File: config.mk
export PLATFORM = sky130hd
export DESIGN_NAME = base64_stream_encoder_flat
export DESIGN_NICKNAME = d
export VERILOG_FILES = /design/src/design/b64e_pkg.sv /design/src/design/b64e_if.sv /design/src/design/base64_stream_encoder.sv /design/src/design/b64e_front.sv /design/src/design/b64e_fifo.sv /design/src/design/b64e_back.sv /design/src/flat_wrapper.sv
export SDC_FILE = /design/constraint.sdc
export NUM_CORES = 1
export LEC_CHECK = 0
export ABC_AREA = 0
export BUFFER_PORTS_ARGS = -buffer_cell sky130_fd_sc_hd__buf_4
export CAP_MARGIN = 15
export CORE_ASPECT_RATIO = 0.6
export CORE_MARGIN = 2
export CORE_UTILIZATION = 37
export CTS_CLUSTER_SIZE = 28
export DETAILED_ROUTE_END_ITERATION = 7
export PLACE_DENSITY = 0.49
export SETUP_SLACK_MARGIN = 0.2
export SYNTH_ARGS = -nofsm -noshare
export SYNTH_HDL_FRONTEND = slang
export SYNTH_SLANG_ARGS = --single-unit
File: constraint.sdc
create_clock -name clk -period 4.4 [get_ports clk]
set_input_delay 0.44 -clock clk [delete_from_list [all_inputs] [get_ports clk]]
set_output_delay 0.44 -clock clk [all_outputs]
set_load 0.1 [all_outputs]
File: src/design/b64e_pkg.sv
// ----------------------------------------------------------------------------
// b64e_pkg
// Shared types, constants and the symbol lookup for the Base64-style encoder.
// ----------------------------------------------------------------------------
package b64e_pkg;

  // complete groups per output line
  localparam int LINE_GROUPS = 19;
  localparam int GRP_W       = 6;

  localparam logic [7:0] PAD_CHAR = 8'h7E;
  localparam logic [7:0] NL_CHAR  = 8'h0A;
  localparam logic [7:0] CH_UPPER = 8'h41;  // 'A'
  localparam logic [7:0] CH_LOWER = 8'h61;  // 'a'
  localparam logic [7:0] CH_DIGIT = 8'h30;  // '0'
  localparam logic [7:0] CH_SYM62 = 8'h2A;  // '*'
  localparam logic [7:0] CH_SYM63 = 8'h2D;  // '-'

  localparam logic [2:0] IDX_PAD2 = 3'd2;
  localparam logic [2:0] IDX_LAST = 3'd3;
  localparam logic [2:0] IDX_NL   = 3'd4;

  typedef enum logic [1:0] {
    JOB_FULL  = 2'd0,  // three bytes, four symbols, optional newline
    JOB_PART1 = 2'd1,  // one byte, two symbols, two pads
    JOB_PART2 = 2'd2   // two bytes, three symbols, one pad
  } job_kind_t;

  typedef struct packed {
    job_kind_t  kind;
    logic [7:0] b0;
    logic [7:0] b1;
    logic [7:0] b2;
    logic       nl;
    logic       last;
  } job_t;

  typedef struct packed {
    logic [1:0]       held_count;
    logic [GRP_W-1:0] groups;
  } front_sts_t;

  typedef struct packed {
    logic [1:0] count;
  } fifo_sts_t;

  function automatic logic [7:0] sym(input logic [5:0] v);
    logic [7:0] c;
    if (v < 6'd26) begin
      c = CH_UPPER + {2'b00, v};
    end else if (v < 6'd52) begin
      c = CH_LOWER + {2'b00, v} - 8'd26;
    end else if (v < 6'd62) begin
      c = CH_DIGIT + {2'b00, v} - 8'd52;
    end else if (v == 6'd62) begin
      c = CH_SYM62;
    end else begin
      c = CH_SYM63;
    end
    return c;
  endfunction

endpackage

File: src/design/b64e_if.sv
// ----------------------------------------------------------------------------
// b64e_if
// Valid/ready channel interfaces for the encoder's byte input and char output.
// ----------------------------------------------------------------------------
interface b64e_in_if;
  logic       valid;
  logic       ready;
  logic [7:0] data_byte;
  logic       final_byte;

  modport source(output valid, output data_byte, output final_byte, input ready);
  modport sink(input valid, input data_byte, input final_byte, output ready);
endinterface

interface b64e_out_if;
  logic       valid;
  logic       ready;
  logic [7:0] out_char;
  logic       out_last;

  modport source(output valid, output out_char, output out_last, input ready);
  modport sink(input valid, input out_char, input out_last, output ready);
endinterface

File: src/design/base64_stream_encoder.sv
// ----------------------------------------------------------------------------
// base64_stream_encoder
// Byte-serial Base64-style encoder with optional line breaks.
// ----------------------------------------------------------------------------
// in_ch carries one byte per transaction plus final_byte on the message's
// last byte. out_ch carries one character per transaction; out_last marks
// the final character of a message. cfg_wr_en/cfg_wr_data set the newline
// enable; write it only while the encoder is idle.
// The front gathers bytes into groups of three and queues one job per group
// (or per partial group at the end of a message) in a two-entry queue. The
// back sends each job's four or five characters, one per cycle while out_ch
// is ready. A job passes through the queue and then the back's job register
// before its first character is valid.
// The one-character-per-cycle output sequencer limits the byte throughput.
// Bytes that only fill the holding register are taken at one per cycle
// while the queue is not full.
// Reset clears the held bytes, the line counter, the newline enable and the
// queue. When the receiver stalls, the current character holds; the queue
// fills after two more jobs and in_ch.ready then drops.
// ----------------------------------------------------------------------------
module base64_stream_encoder
  import b64e_pkg::*;
(
  input  logic       clk,
  input  logic       rst_n,
  b64e_in_if.sink    in_ch,
  b64e_out_if.source out_ch,
  input  logic       cfg_wr_en,
  input  logic       cfg_wr_data
);

  logic       q_push;
  logic       q_full;
  logic       q_pop;
  logic       q_valid;
  job_t       push_job;
  job_t       pop_job;
  front_sts_t front_sts;
  fifo_sts_t  fifo_sts;

  b64e_front u_front (
    .clk         (clk),
    .rst_n       (rst_n),
    .in_ch       (in_ch),
    .cfg_wr_en   (cfg_wr_en),
    .cfg_wr_data (cfg_wr_data),
    .q_full      (q_full),
    .q_push      (q_push),
    .q_job       (push_job),
    .sts         (front_sts)
  );

  b64e_fifo u_fifo (
    .clk      (clk),
    .rst_n    (rst_n),
    .push     (q_push),
    .push_job (push_job),
    .full     (q_full),
    .pop      (q_pop),
    .valid    (q_valid),
    .pop_job  (pop_job),
    .sts      (fifo_sts)
  );

  b64e_back u_back (
    .clk     (clk),
    .rst_n   (rst_n),
    .q_valid (q_valid),
    .q_job   (pop_job),
    .q_pop   (q_pop),
    .out_ch  (out_ch)
  );

`ifndef ASSERT_OFF
  // a job must never be issued into a full queue
  a_no_overflow: assert property (@(posedge clk) disable iff (!rst_n)
    q_push |-> !q_full)
    else $error("job pushed into full queue");

  // the line counter stays below one line's worth of groups
  a_groups_range: assert property (@(posedge clk) disable iff (!rst_n)
    front_sts.groups < GRP_W'(LINE_GROUPS))
    else $error("line group counter out of range");

  // a final byte always leaves the holding register and counter empty
  a_final_clears: assert property (@(posedge clk) disable iff (!rst_n)
    (in_ch.valid && in_ch.ready && in_ch.final_byte) |=>
      (front_sts.held_count == 2'd0 && front_sts.groups == '0))
    else $error("state not cleared after final byte");

  // the queue never holds more than its two entries
  a_level_range: assert property (@(posedge clk) disable iff (!rst_n)
    fifo_sts.count != 2'd3)
    else $error("queue level out of range");
`endif

endmodule

File: src/design/b64e_front.sv
// ----------------------------------------------------------------------------
// b64e_front
// Accepts bytes, gathers groups of three, counts line groups and issues
// one encode job per group or per partial group at end of message.
// ----------------------------------------------------------------------------
module b64e_front
  import b64e_pkg::*;
(
  input  logic        clk,
  input  logic        rst_n,
  b64e_in_if.sink     in_ch,
  input  logic        cfg_wr_en,
  input  logic        cfg_wr_data,
  input  logic        q_full,
  output logic        q_push,
  output job_t        q_job,
  output front_sts_t  sts
);

  logic [7:0]       held0_r, held0_nxt;
  logic [7:0]       held1_r, held1_nxt;
  logic [1:0]       count_r, count_nxt;
  logic [GRP_W-1:0] groups_r, groups_nxt;
  logic             nl_en_r;
  logic             fire;
  logic [GRP_W-1:0] groups_inc;
  logic             wrap;

  assign in_ch.ready = !q_full;
  assign fire        = in_ch.valid && in_ch.ready;
  assign groups_inc  = groups_r + GRP_W'(1);
  assign wrap        = (groups_inc >= GRP_W'(LINE_GROUPS));

  always_comb begin
    held0_nxt  = held0_r;
    held1_nxt  = held1_r;
    count_nxt  = count_r;
    groups_nxt = groups_r;
    q_push     = 1'b0;
    q_job      = '{kind: JOB_FULL, b0: held0_r, b1: held1_r, b2: in_ch.data_byte,
                   nl: wrap && nl_en_r, last: in_ch.final_byte};
    if (fire) begin
      if (count_r == 2'd2) begin
        q_push     = 1'b1;
        count_nxt  = 2'd0;
        groups_nxt = (wrap || in_ch.final_byte) ? '0 : groups_inc;
      end else if (in_ch.final_byte) begin
        q_push     = 1'b1;
        count_nxt  = 2'd0;
        groups_nxt = '0;
        q_job.last = 1'b1;
        q_job.nl   = 1'b0;
        q_job.b2   = 8'h00;
        if (count_r == 2'd1) begin
          q_job.kind = JOB_PART2;
          q_job.b1   = in_ch.data_byte;
        end else begin
          q_job.kind = JOB_PART1;
          q_job.b0   = in_ch.data_byte;
          q_job.b1   = 8'h00;
        end
      end else if (count_r == 2'd1) begin
        held1_nxt = in_ch.data_byte;
        count_nxt = 2'd2;
      end else begin
        held0_nxt = in_ch.data_byte;
        count_nxt = 2'd1;
      end
    end
  end

  always_ff @(posedge clk) begin
    if (!rst_n) begin
      count_r  <= 2'd0;
      groups_r <= '0;
      nl_en_r  <= 1'b0;
    end else begin
      count_r  <= count_nxt;
      groups_r <= groups_nxt;
      if (cfg_wr_en) begin
        nl_en_r <= cfg_wr_data;
      end
    end
  end

  always_ff @(posedge clk) begin
    if (!rst_n) begin
      held0_r <= 8'h00;
      held1_r <= 8'h00;
    end else begin
      held0_r <= held0_nxt;
      held1_r <= held1_nxt;
    end
  end

  assign sts = '{held_count: count_r, groups: groups_r};

endmodule

File: src/design/b64e_fifo.sv
// ----------------------------------------------------------------------------
// b64e_fifo
// Two-entry job queue between the front and the character sequencer.
// ----------------------------------------------------------------------------
module b64e_fifo
  import b64e_pkg::*;
(
  input  logic      clk,
  input  logic      rst_n,
  input  logic      push,
  input  job_t      push_job,
  output logic      full,
  input  logic      pop,
  output logic      valid,
  output job_t      pop_job,
  output fifo_sts_t sts
);

  job_t       mem_r [2];
  logic       wr_ptr_r;
  logic       rd_ptr_r;
  logic [1:0] count_r, count_nxt;
  logic       do_push;
  logic       do_pop;

  assign full    = (count_r == 2'd2);
  assign valid   = (count_r != 2'd0);
  assign do_push = push && !full;
  assign do_pop  = pop && valid;
  assign pop_job = mem_r[rd_ptr_r];

  always_comb begin
    count_nxt = count_r;
    if (do_push && !do_pop) begin
      count_nxt = count_r + 2'd1;
    end else if (do_pop && !do_push) begin
      count_nxt = count_r - 2'd1;
    end
  end

  always_ff @(posedge clk) begin
    if (!rst_n) begin
      wr_ptr_r <= 1'b0;
      rd_ptr_r <= 1'b0;
      count_r  <= 2'd0;
    end else begin
      count_r <= count_nxt;
      if (do_push) begin
        wr_ptr_r <= !wr_ptr_r;
      end
      if (do_pop) begin
        rd_ptr_r <= !rd_ptr_r;
      end
    end
  end

  always_ff @(posedge clk) begin
    if (do_push) begin
      mem_r[wr_ptr_r] <= push_job;
    end
  end

  assign sts = '{count: count_r};

endmodule

File: src/design/b64e_back.sv
// ----------------------------------------------------------------------------
// b64e_back
// Character sequencer: holds one job and sends its characters one per
// transaction, loading the next job as the last character leaves.
// ----------------------------------------------------------------------------
module b64e_back
  import b64e_pkg::*;
(
  input  logic        clk,
  input  logic        rst_n,
  input  logic        q_valid,
  input  job_t        q_job,
  output logic        q_pop,
  b64e_out_if.source  out_ch
);

  job_t       job_r;
  logic       busy_r;
  logic [2:0] idx_r, idx_nxt;
  logic [2:0] last_idx;
  logic       at_last;
  logic       fire;
  logic       load;
  logic [5:0] s0, s1, s2, s3;

  assign last_idx = job_r.nl ? IDX_NL : IDX_LAST;
  assign at_last  = (idx_r == last_idx);
  assign fire     = out_ch.valid && out_ch.ready;
  assign load     = q_valid && (!busy_r || (fire && at_last));
  assign q_pop    = load;

  assign s0 = job_r.b0[7:2];
  assign s1 = {job_r.b0[1:0], job_r.b1[7:4]};
  assign s2 = {job_r.b1[3:0], job_r.b2[7:6]};
  assign s3 = job_r.b2[5:0];

  always_comb begin
    unique case (idx_r)
      3'd0:     out_ch.out_char = sym(s0);
      3'd1:     out_ch.out_char = sym(s1);
      IDX_PAD2: out_ch.out_char = (job_r.kind == JOB_PART1) ? PAD_CHAR : sym(s2);
      IDX_LAST: out_ch.out_char = (job_r.kind == JOB_FULL) ? sym(s3) : PAD_CHAR;
      default:  out_ch.out_char = NL_CHAR;
    endcase
  end

  assign out_ch.valid    = busy_r;
  assign out_ch.out_last = job_r.last && at_last;

  always_comb begin
    idx_nxt = idx_r;
    if (load) begin
      idx_nxt = 3'd0;
    end else if (fire) begin
      idx_nxt = idx_r + 3'd1;
    end
  end

  always_ff @(posedge clk) begin
    if (!rst_n) begin
      busy_r <= 1'b0;
      idx_r  <= 3'd0;
    end else begin
      idx_r <= idx_nxt;
      if (load) begin
        busy_r <= 1'b1;
      end else if (fire && at_last) begin
        busy_r <= 1'b0;
      end
    end
  end

  always_ff @(posedge clk) begin
    if (load) begin
      job_r <= q_job;
    end
  end

endmodule
File: src/flat_wrapper.sv
// flat-port wrapper written by rule: the top's interface ports become plain ports
module base64_stream_encoder_flat import b64e_pkg::*;
  (clk, rst_n, cfg_wr_en, cfg_wr_data, in_ch_valid, in_ch_data_byte, in_ch_final_byte, in_ch_ready, out_ch_valid, out_ch_out_char, out_ch_out_last, out_ch_ready);
  b64e_in_if in_ch_i ();
  b64e_out_if out_ch_i ();
  input  logic clk;
  input  logic rst_n;
  input  logic cfg_wr_en;
  input  logic cfg_wr_data;
  input wire logic [$bits(in_ch_i.valid)-1:0] in_ch_valid;
  input wire logic [$bits(in_ch_i.data_byte)-1:0] in_ch_data_byte;
  input wire logic [$bits(in_ch_i.final_byte)-1:0] in_ch_final_byte;
  output wire logic [$bits(in_ch_i.ready)-1:0] in_ch_ready;
  output wire logic [$bits(out_ch_i.valid)-1:0] out_ch_valid;
  output wire logic [$bits(out_ch_i.out_char)-1:0] out_ch_out_char;
  output wire logic [$bits(out_ch_i.out_last)-1:0] out_ch_out_last;
  input wire logic [$bits(out_ch_i.ready)-1:0] out_ch_ready;
  assign in_ch_i.valid = in_ch_valid;
  assign in_ch_i.data_byte = in_ch_data_byte;
  assign in_ch_i.final_byte = in_ch_final_byte;
  assign in_ch_ready = in_ch_i.ready;
  assign out_ch_valid = out_ch_i.valid;
  assign out_ch_out_char = out_ch_i.out_char;
  assign out_ch_out_last = out_ch_i.out_last;
  assign out_ch_i.ready = out_ch_ready;
  base64_stream_encoder u_core (.clk(clk), .rst_n(rst_n), .in_ch(in_ch_i), .out_ch(out_ch_i), .cfg_wr_en(cfg_wr_en), .cfg_wr_data(cfg_wr_data));
endmodule
After elaboration in Yosys (flattened, before gate mapping)
Memory sizes are Yosys's and may differ from the RTL's. A register that Yosys moved wholly into a read port is not among the register bits.
Cells that the tools add are included.
- add/sub/neg operators: 24
- $lt $le $gt $ge: 13
- eq/ne operators: 12
- multiplexer cells: 40
- bitwise logic cells: 3
- reductions and logical operators: 28
- operators with widths (cell ; number):
    8-bit two-way mux ; 16
    28-bit two-way mux ; 3
    7-bit by 6-bit adder with 8-bit output (first input constant) ; 8
    6-bit less-than comparator (second input constant) ; 8
    8-bit case mux with 4 select lines ; 1
    7-bit by 6-bit subtractor with 8-bit output (second input constant) ; 4
    8-bit by 5-bit subtractor with 8-bit output (second input constant) ; 4
    6-bit by 6-bit adder with 7-bit output (first input constant) ; 4
    6-bit == test (second input constant) ; 4
    6-bit by 5-bit less-than comparator with 1-bit output (second input constant) ; 4
    6-bit two-way mux ; 3
    3-bit two-way mux ; 5
    1-bit logical AND ; 10
    2-bit two-way mux ; 5
    2-bit nonzero test ; 4
    1-bit two-way mux ; 7
    6-bit by 1-bit adder with 6-bit output (second input constant) ; 1
    3-bit by 2-bit == test with 1-bit output (second input constant) ; 2
    6-bit by 5-bit greater-or-equal comparator with 1-bit output (second input constant) ; 1
    1-bit logical NOT ; 6
    2-bit by 1-bit == test with 1-bit output (second input constant) ; 2
    2-bit == test (second input constant) ; 2
    4-bit AND reduction ; 1
    3-bit by 1-bit adder with 3-bit output (second input constant) ; 1
    11 further kinds ; 14
- register bits: 33
- memory bits (writable): 56
- input bits: 15
- output and inout bits: 11
- logic and storage cells: 131
- memories kept: 1
- memories (name ; depth ; width ; read ports ; clocked after Yosys merged registers in ; write ports ; line ; source):
    u_core.u_fifo.mem_r ; 2 ; 28 ; 1 ; 1 ; 1 ; b64e_fifo.sv:19 ; job_t mem_r [2];

Depth between registers and ports, before layout
- depth after elaboration: 9
- depth in mapped cells: 8
- depth with buffers taken out: 8

Cells and area by module
Synthesis repeated with hierarchy kept, for this count alone.
- cells, all modules: 624
- area total of the unflattened synthesis: 6766.5 um^2
- by module, submodules not included (module ; instances ; cells each ; area each (um^2) ; sequential area each (um^2)):
    b64e_back ; 1 ; 350 ; 3054.2 ; 920.9
    b64e_fifo ; 1 ; 112 ; 2253.4 ; 1781.7
    b64e_front ; 1 ; 162 ; 1458.9 ; 500.5

Worst setup path before layout
Ideal clock, no wire load.
- path kind: reg-to-output
- from: register u_core.u_back.job_r[4] (netlist name)
- to: output out_ch_out_char[2]
- arrival time: 3.735 ns
- data required time: 3.960 ns
- setup slack: 0.225 ns
- cell stages (with the launch flop): 9
- path buffers: 1
- cell sequence: edfxtp_1 > clkbuf_1 > inv_1 > ha_1 > and3b_4 > mux2_2 > a2111oi_2 > o31ai_1 > a41oi_1
- word-level cells in the longest chain between the ends: 7
- elaborated cells on any way between the ends: 15
- those cells by class: add/sub (5); order compare (3); eq/ne (1); mux (6)
- RTL lines (what ; line ; source):
    6-bit by 6-bit adder with 7-bit output or 6-bit == test (tied branches) ; b64e_pkg.sv:54, b64e_pkg.sv:55 ;
    7-bit by 6-bit subtractor with 8-bit output or 3-bit two-way mux (tied branches) ; b64e_pkg.sv:54, b64e_pkg.sv:55 ;
    8-bit two-way mux ; b64e_pkg.sv:53 ; end else if (v < 6'd62) begin
    8-bit two-way mux ; b64e_pkg.sv:51 ; end else if (v < 6'd52) begin
    8-bit two-way mux (*) ; b64e_pkg.sv:49 ; if (v < 6'd26) begin
    8-bit two-way mux (*) ; b64e_back.sv:42 ; IDX_LAST: out_ch.out_char = (job_r.kind == JOB_FULL) ? sym(s3) : PAD_CHAR;
    8-bit case mux with 4 select lines (*) ; b64e_back.sv:38 ; unique case (idx_r)
    end: declaration ; flat_wrapper.sv:15 ; output wire logic [$bits(out_ch_i.out_char)-1:0] out_ch_out_char;
Every way passes the cells marked *; elsewhere a longest branch is shown, timed or not.

Worst setup path in the final report
- from: register u_core.u_back.job_r[4] (netlist name)
- to: output out_ch_out_char[2]
- word-level cells in the longest chain between the ends: 7
- elaborated cells on any way between the ends: 15
- those cells by class: add/sub (5); order compare (3); eq/ne (1); mux (6)
- RTL lines (what ; line):
    6-bit by 6-bit adder with 7-bit output or 6-bit == test (tied branches) ; b64e_pkg.sv:54, b64e_pkg.sv:55
    7-bit by 6-bit subtractor with 8-bit output or 3-bit two-way mux (tied branches) ; b64e_pkg.sv:54, b64e_pkg.sv:55
    8-bit two-way mux ; b64e_pkg.sv:53
    8-bit two-way mux ; b64e_pkg.sv:51
    8-bit two-way mux (*) ; b64e_pkg.sv:49
    8-bit two-way mux (*) ; b64e_back.sv:42
    8-bit case mux with 4 select lines (*) ; b64e_back.sv:38
Marked as above.

==> summary.txt <==
Critical Path End Type: primary output
post-CTS setup buffers: 0
CTS max path bufs: 2
Die ar.: 18,900 sq um
I/O pins: 26
sequential share of the synthesized area: 48.3%
Sw Share: 43.6%
Worst Path Required: 3960 ps
hpwl dp: 12,000 um
core region area: 17,300 sq um
Comb power frac: 41.5%
Fin Hold WS: 303 ps
initial antenna violation count: 0
Max-slew headroom: 47.2%
Slew @ Worst Pin: 790 ps
largest net degree at the start of global routing: 36
post-route ant nets: 0
crit path DAT: 3100 ps
final non-filler cell total: 866
final setup TNS: 0 ps
outcome: completed
post-CTS sizing: 0
Hold Path Class: input port to flop
grt total ovfl: 0
Period minus WS final: 3540 ps
WP buf/inv: 2
post-synthesis async set-or-reset flop share: 0%
Synth area leaders: edfxtp_1 (38%), dfxtp_1 (10%), mux2_2 (6.5%)
Placed Cells: 834
# port buffers: 25
Die Wd: 176 um
first-pass GRT wire length: 25,700 um
Yosys reg bits: 117
CTS Root Cell: clkbuf_16
Peak VDD IR: 0.376 mV
Synth area leader: edfxtp_1
Top FF cell, synth: edfxtp_1
clock share of power: 25.3%
Post-Syn Area per Cell: 10.9 sq um
residual DRC count: 0
Clock Skew: 11.0 ps
Nets: 662
synth warn: 0
Syn Inst Count: 605
CP Max Fanout: 12
Cell Area, Synth: 6600 sq um
CTS tree: done
final non-filler cell area: 7500 sq um
Routed WL: 16,300 um
final hold violation count: 0
detailed-route via count: 4,699
Max Cap Viol: 0
slowest stage delay, CP: 590 ps
total track usage: 18.0%
setup violators final: 0
Clk pin slew, worst setup/hold paths: 60 ps
fin crit share: 80.6%
most common cell after layout, fill and taps aside: edfxtp_1
sequential power share: 33.2%
total CTS buffers: 17
CTS H-tree depth: 4
Top delay family on crit path: compound AO/OA/AOI/OAI gates
Inserted Diodes: 0
row cnt: 37
synthesized net count: 648
wire length per cell: 18.9 um
Via density: 5.43
share of cells above drive strength 1: 18.4%
Yosys cell types: 75
number of global-route vias before repair: 4,519
Setup crit start kind: flop
crit path cell chain: inv_1 > ha_1 > and3b_4 > mux2_2 > a2111oi_2 > o31ai_1 > a41oi_1 > buf_4
P_sw: 2.28 mW
Leak: 2.76 nW
share of the synthesized area in the top cell type: 38.2%
critical path's slowest cell: edfxtp_1
worst skew pair latency: 410 ps
EDFF count, synth: 84
pre-CTS WS: 1270 ps
crit path kind: flop to primary output
RSZ-0062 raised after global routing: no
Die Y-Extent: 107 um
most frequent cells in the layout: edfxtp_1 (84), mux2_2 (38), dfxtp_1 (33)
placed inst area: 6930 sq um
Initial DRT Pass Iterations: 5
DRT iter0 DRCs: 412
area delta synth->final: 13.8%
Post-CTS Hold Buffers: 0
clock sink count: 117
initial core utilization: 38.1%
fmax: 282 MHz
setup ws final: 856 ps
Pint: 2.95 mW
power per cell area: 697 nW/um^2
final max-slew violation count: 0
GPL Wtd Cong: 0.900
-- per-stage QoR --
step | utilization (%) | power, mW
6_report | 43.3 | 5.23
3_5_place_dp | 40.0 | 3.92
2_1_floorplan | - | 3.36
4_1_cts | 43.3 | 5.26
3_3_place_gp | 40.0 | 3.93
5_1_grt | 43.3 | 5.55
-- Yosys cell counts (all sizes together), types with 10 or more instances --
cell    count
nor3       11
clkbuf     25
a211oi     11
buf        10
a21oi      30
mux2       38
inv        28
nor2b      26
nand3      23
ha         28
and2       16
dfxtp      33
mux2i      17
o21ai      25
nand2      30
nor2       27
edfxtp     84
-- tightest hold or removal path, stage by stage --
cell and delay [ps]:
buf_4 70, mux2i_1 60, nor2b_1 90
-- cells by family after synthesis --
kind of cell             count (synthesis)  synth area share [%]
AO/OA/AOI/OAI                          142                  15.2
XOR/XNOR                                12                  1.59
adder cells (fa/ha/maj)                 28                  5.31
buffers and inverters                   63                  4.42
flip-flops                             117                  48.3
multiplexers                            55                  9.07
AND/OR/NAND/NOR                        188                  16.2
-- metal layers --
layer	vias to the layer above	GRT usage [%]	wire length [um]
li1	2304	-	-
met1	2296	28.0	8820
met2	90	25.1	6710
met3	9	4.27	736
met4	0	3.42	78
met5	-	0	0
-- worst paths after layout --
| check | start | slack (ps) | endpoint | cells after the start |
|---|---|---|---|---|
| max reg2reg | u_core.u_back.idx_r[2]$_SDFFE_PP0P_ | 1650 | u_core.u_fifo.sts[1]$_SDFFE_PN0P_ | 8 |
| max | u_core.u_back.job_r[4]$_DFFE_PP_ | 860 | out_ch_out_char[2] | 8 |
| min reg2reg | u_core.u_front.groups_r[5]$_SDFFE_PN0P_ | 500 | u_core.u_front.groups_r[5]$_SDFFE_PN0P_ | 1 |
| min | cfg_wr_data | 300 | u_core.u_front.nl_en_r$_SDFFE_PN0P_ | 3 |
-- area by class of cell --
type                    count  area (sq um)
multi-input cells         425          3130
clock inverters            15           145
inverters                  28           105
flip-flops and latches    117          3180
fillers                  1682          9810
well taps                 234           293
clock buffers              17           425
repair buffers             30           225
-- registers in the layout, indices dropped and copies added, names as in the netlist, 2 cells and up --
signal,count
u_core.u_fifo.mem_r,56
u_core.u_back.job_r,28
u_core.u_front.held0_r,8
u_core.u_front.count_r,2
u_core.u_front.groups_r,6
u_core.u_back.idx_r,3
u_core.u_fifo.sts,2
u_core.u_front.held1_r,8
-- power groups by stage --
stage / combinational, mW / clock, mW / sequential, mW
after floorplan: 1.78 / 0 / 1.58
after global placement: 2.18 / 0 / 1.76
after detailed placement: 2.16 / 0 / 1.76
after CTS: 2.17 / 1.35 / 1.73
after global routing: 2.36 / 1.41 / 1.78
final: 2.17 / 1.32 / 1.74
No activity file was read; power rests on OpenSTA's default activity.
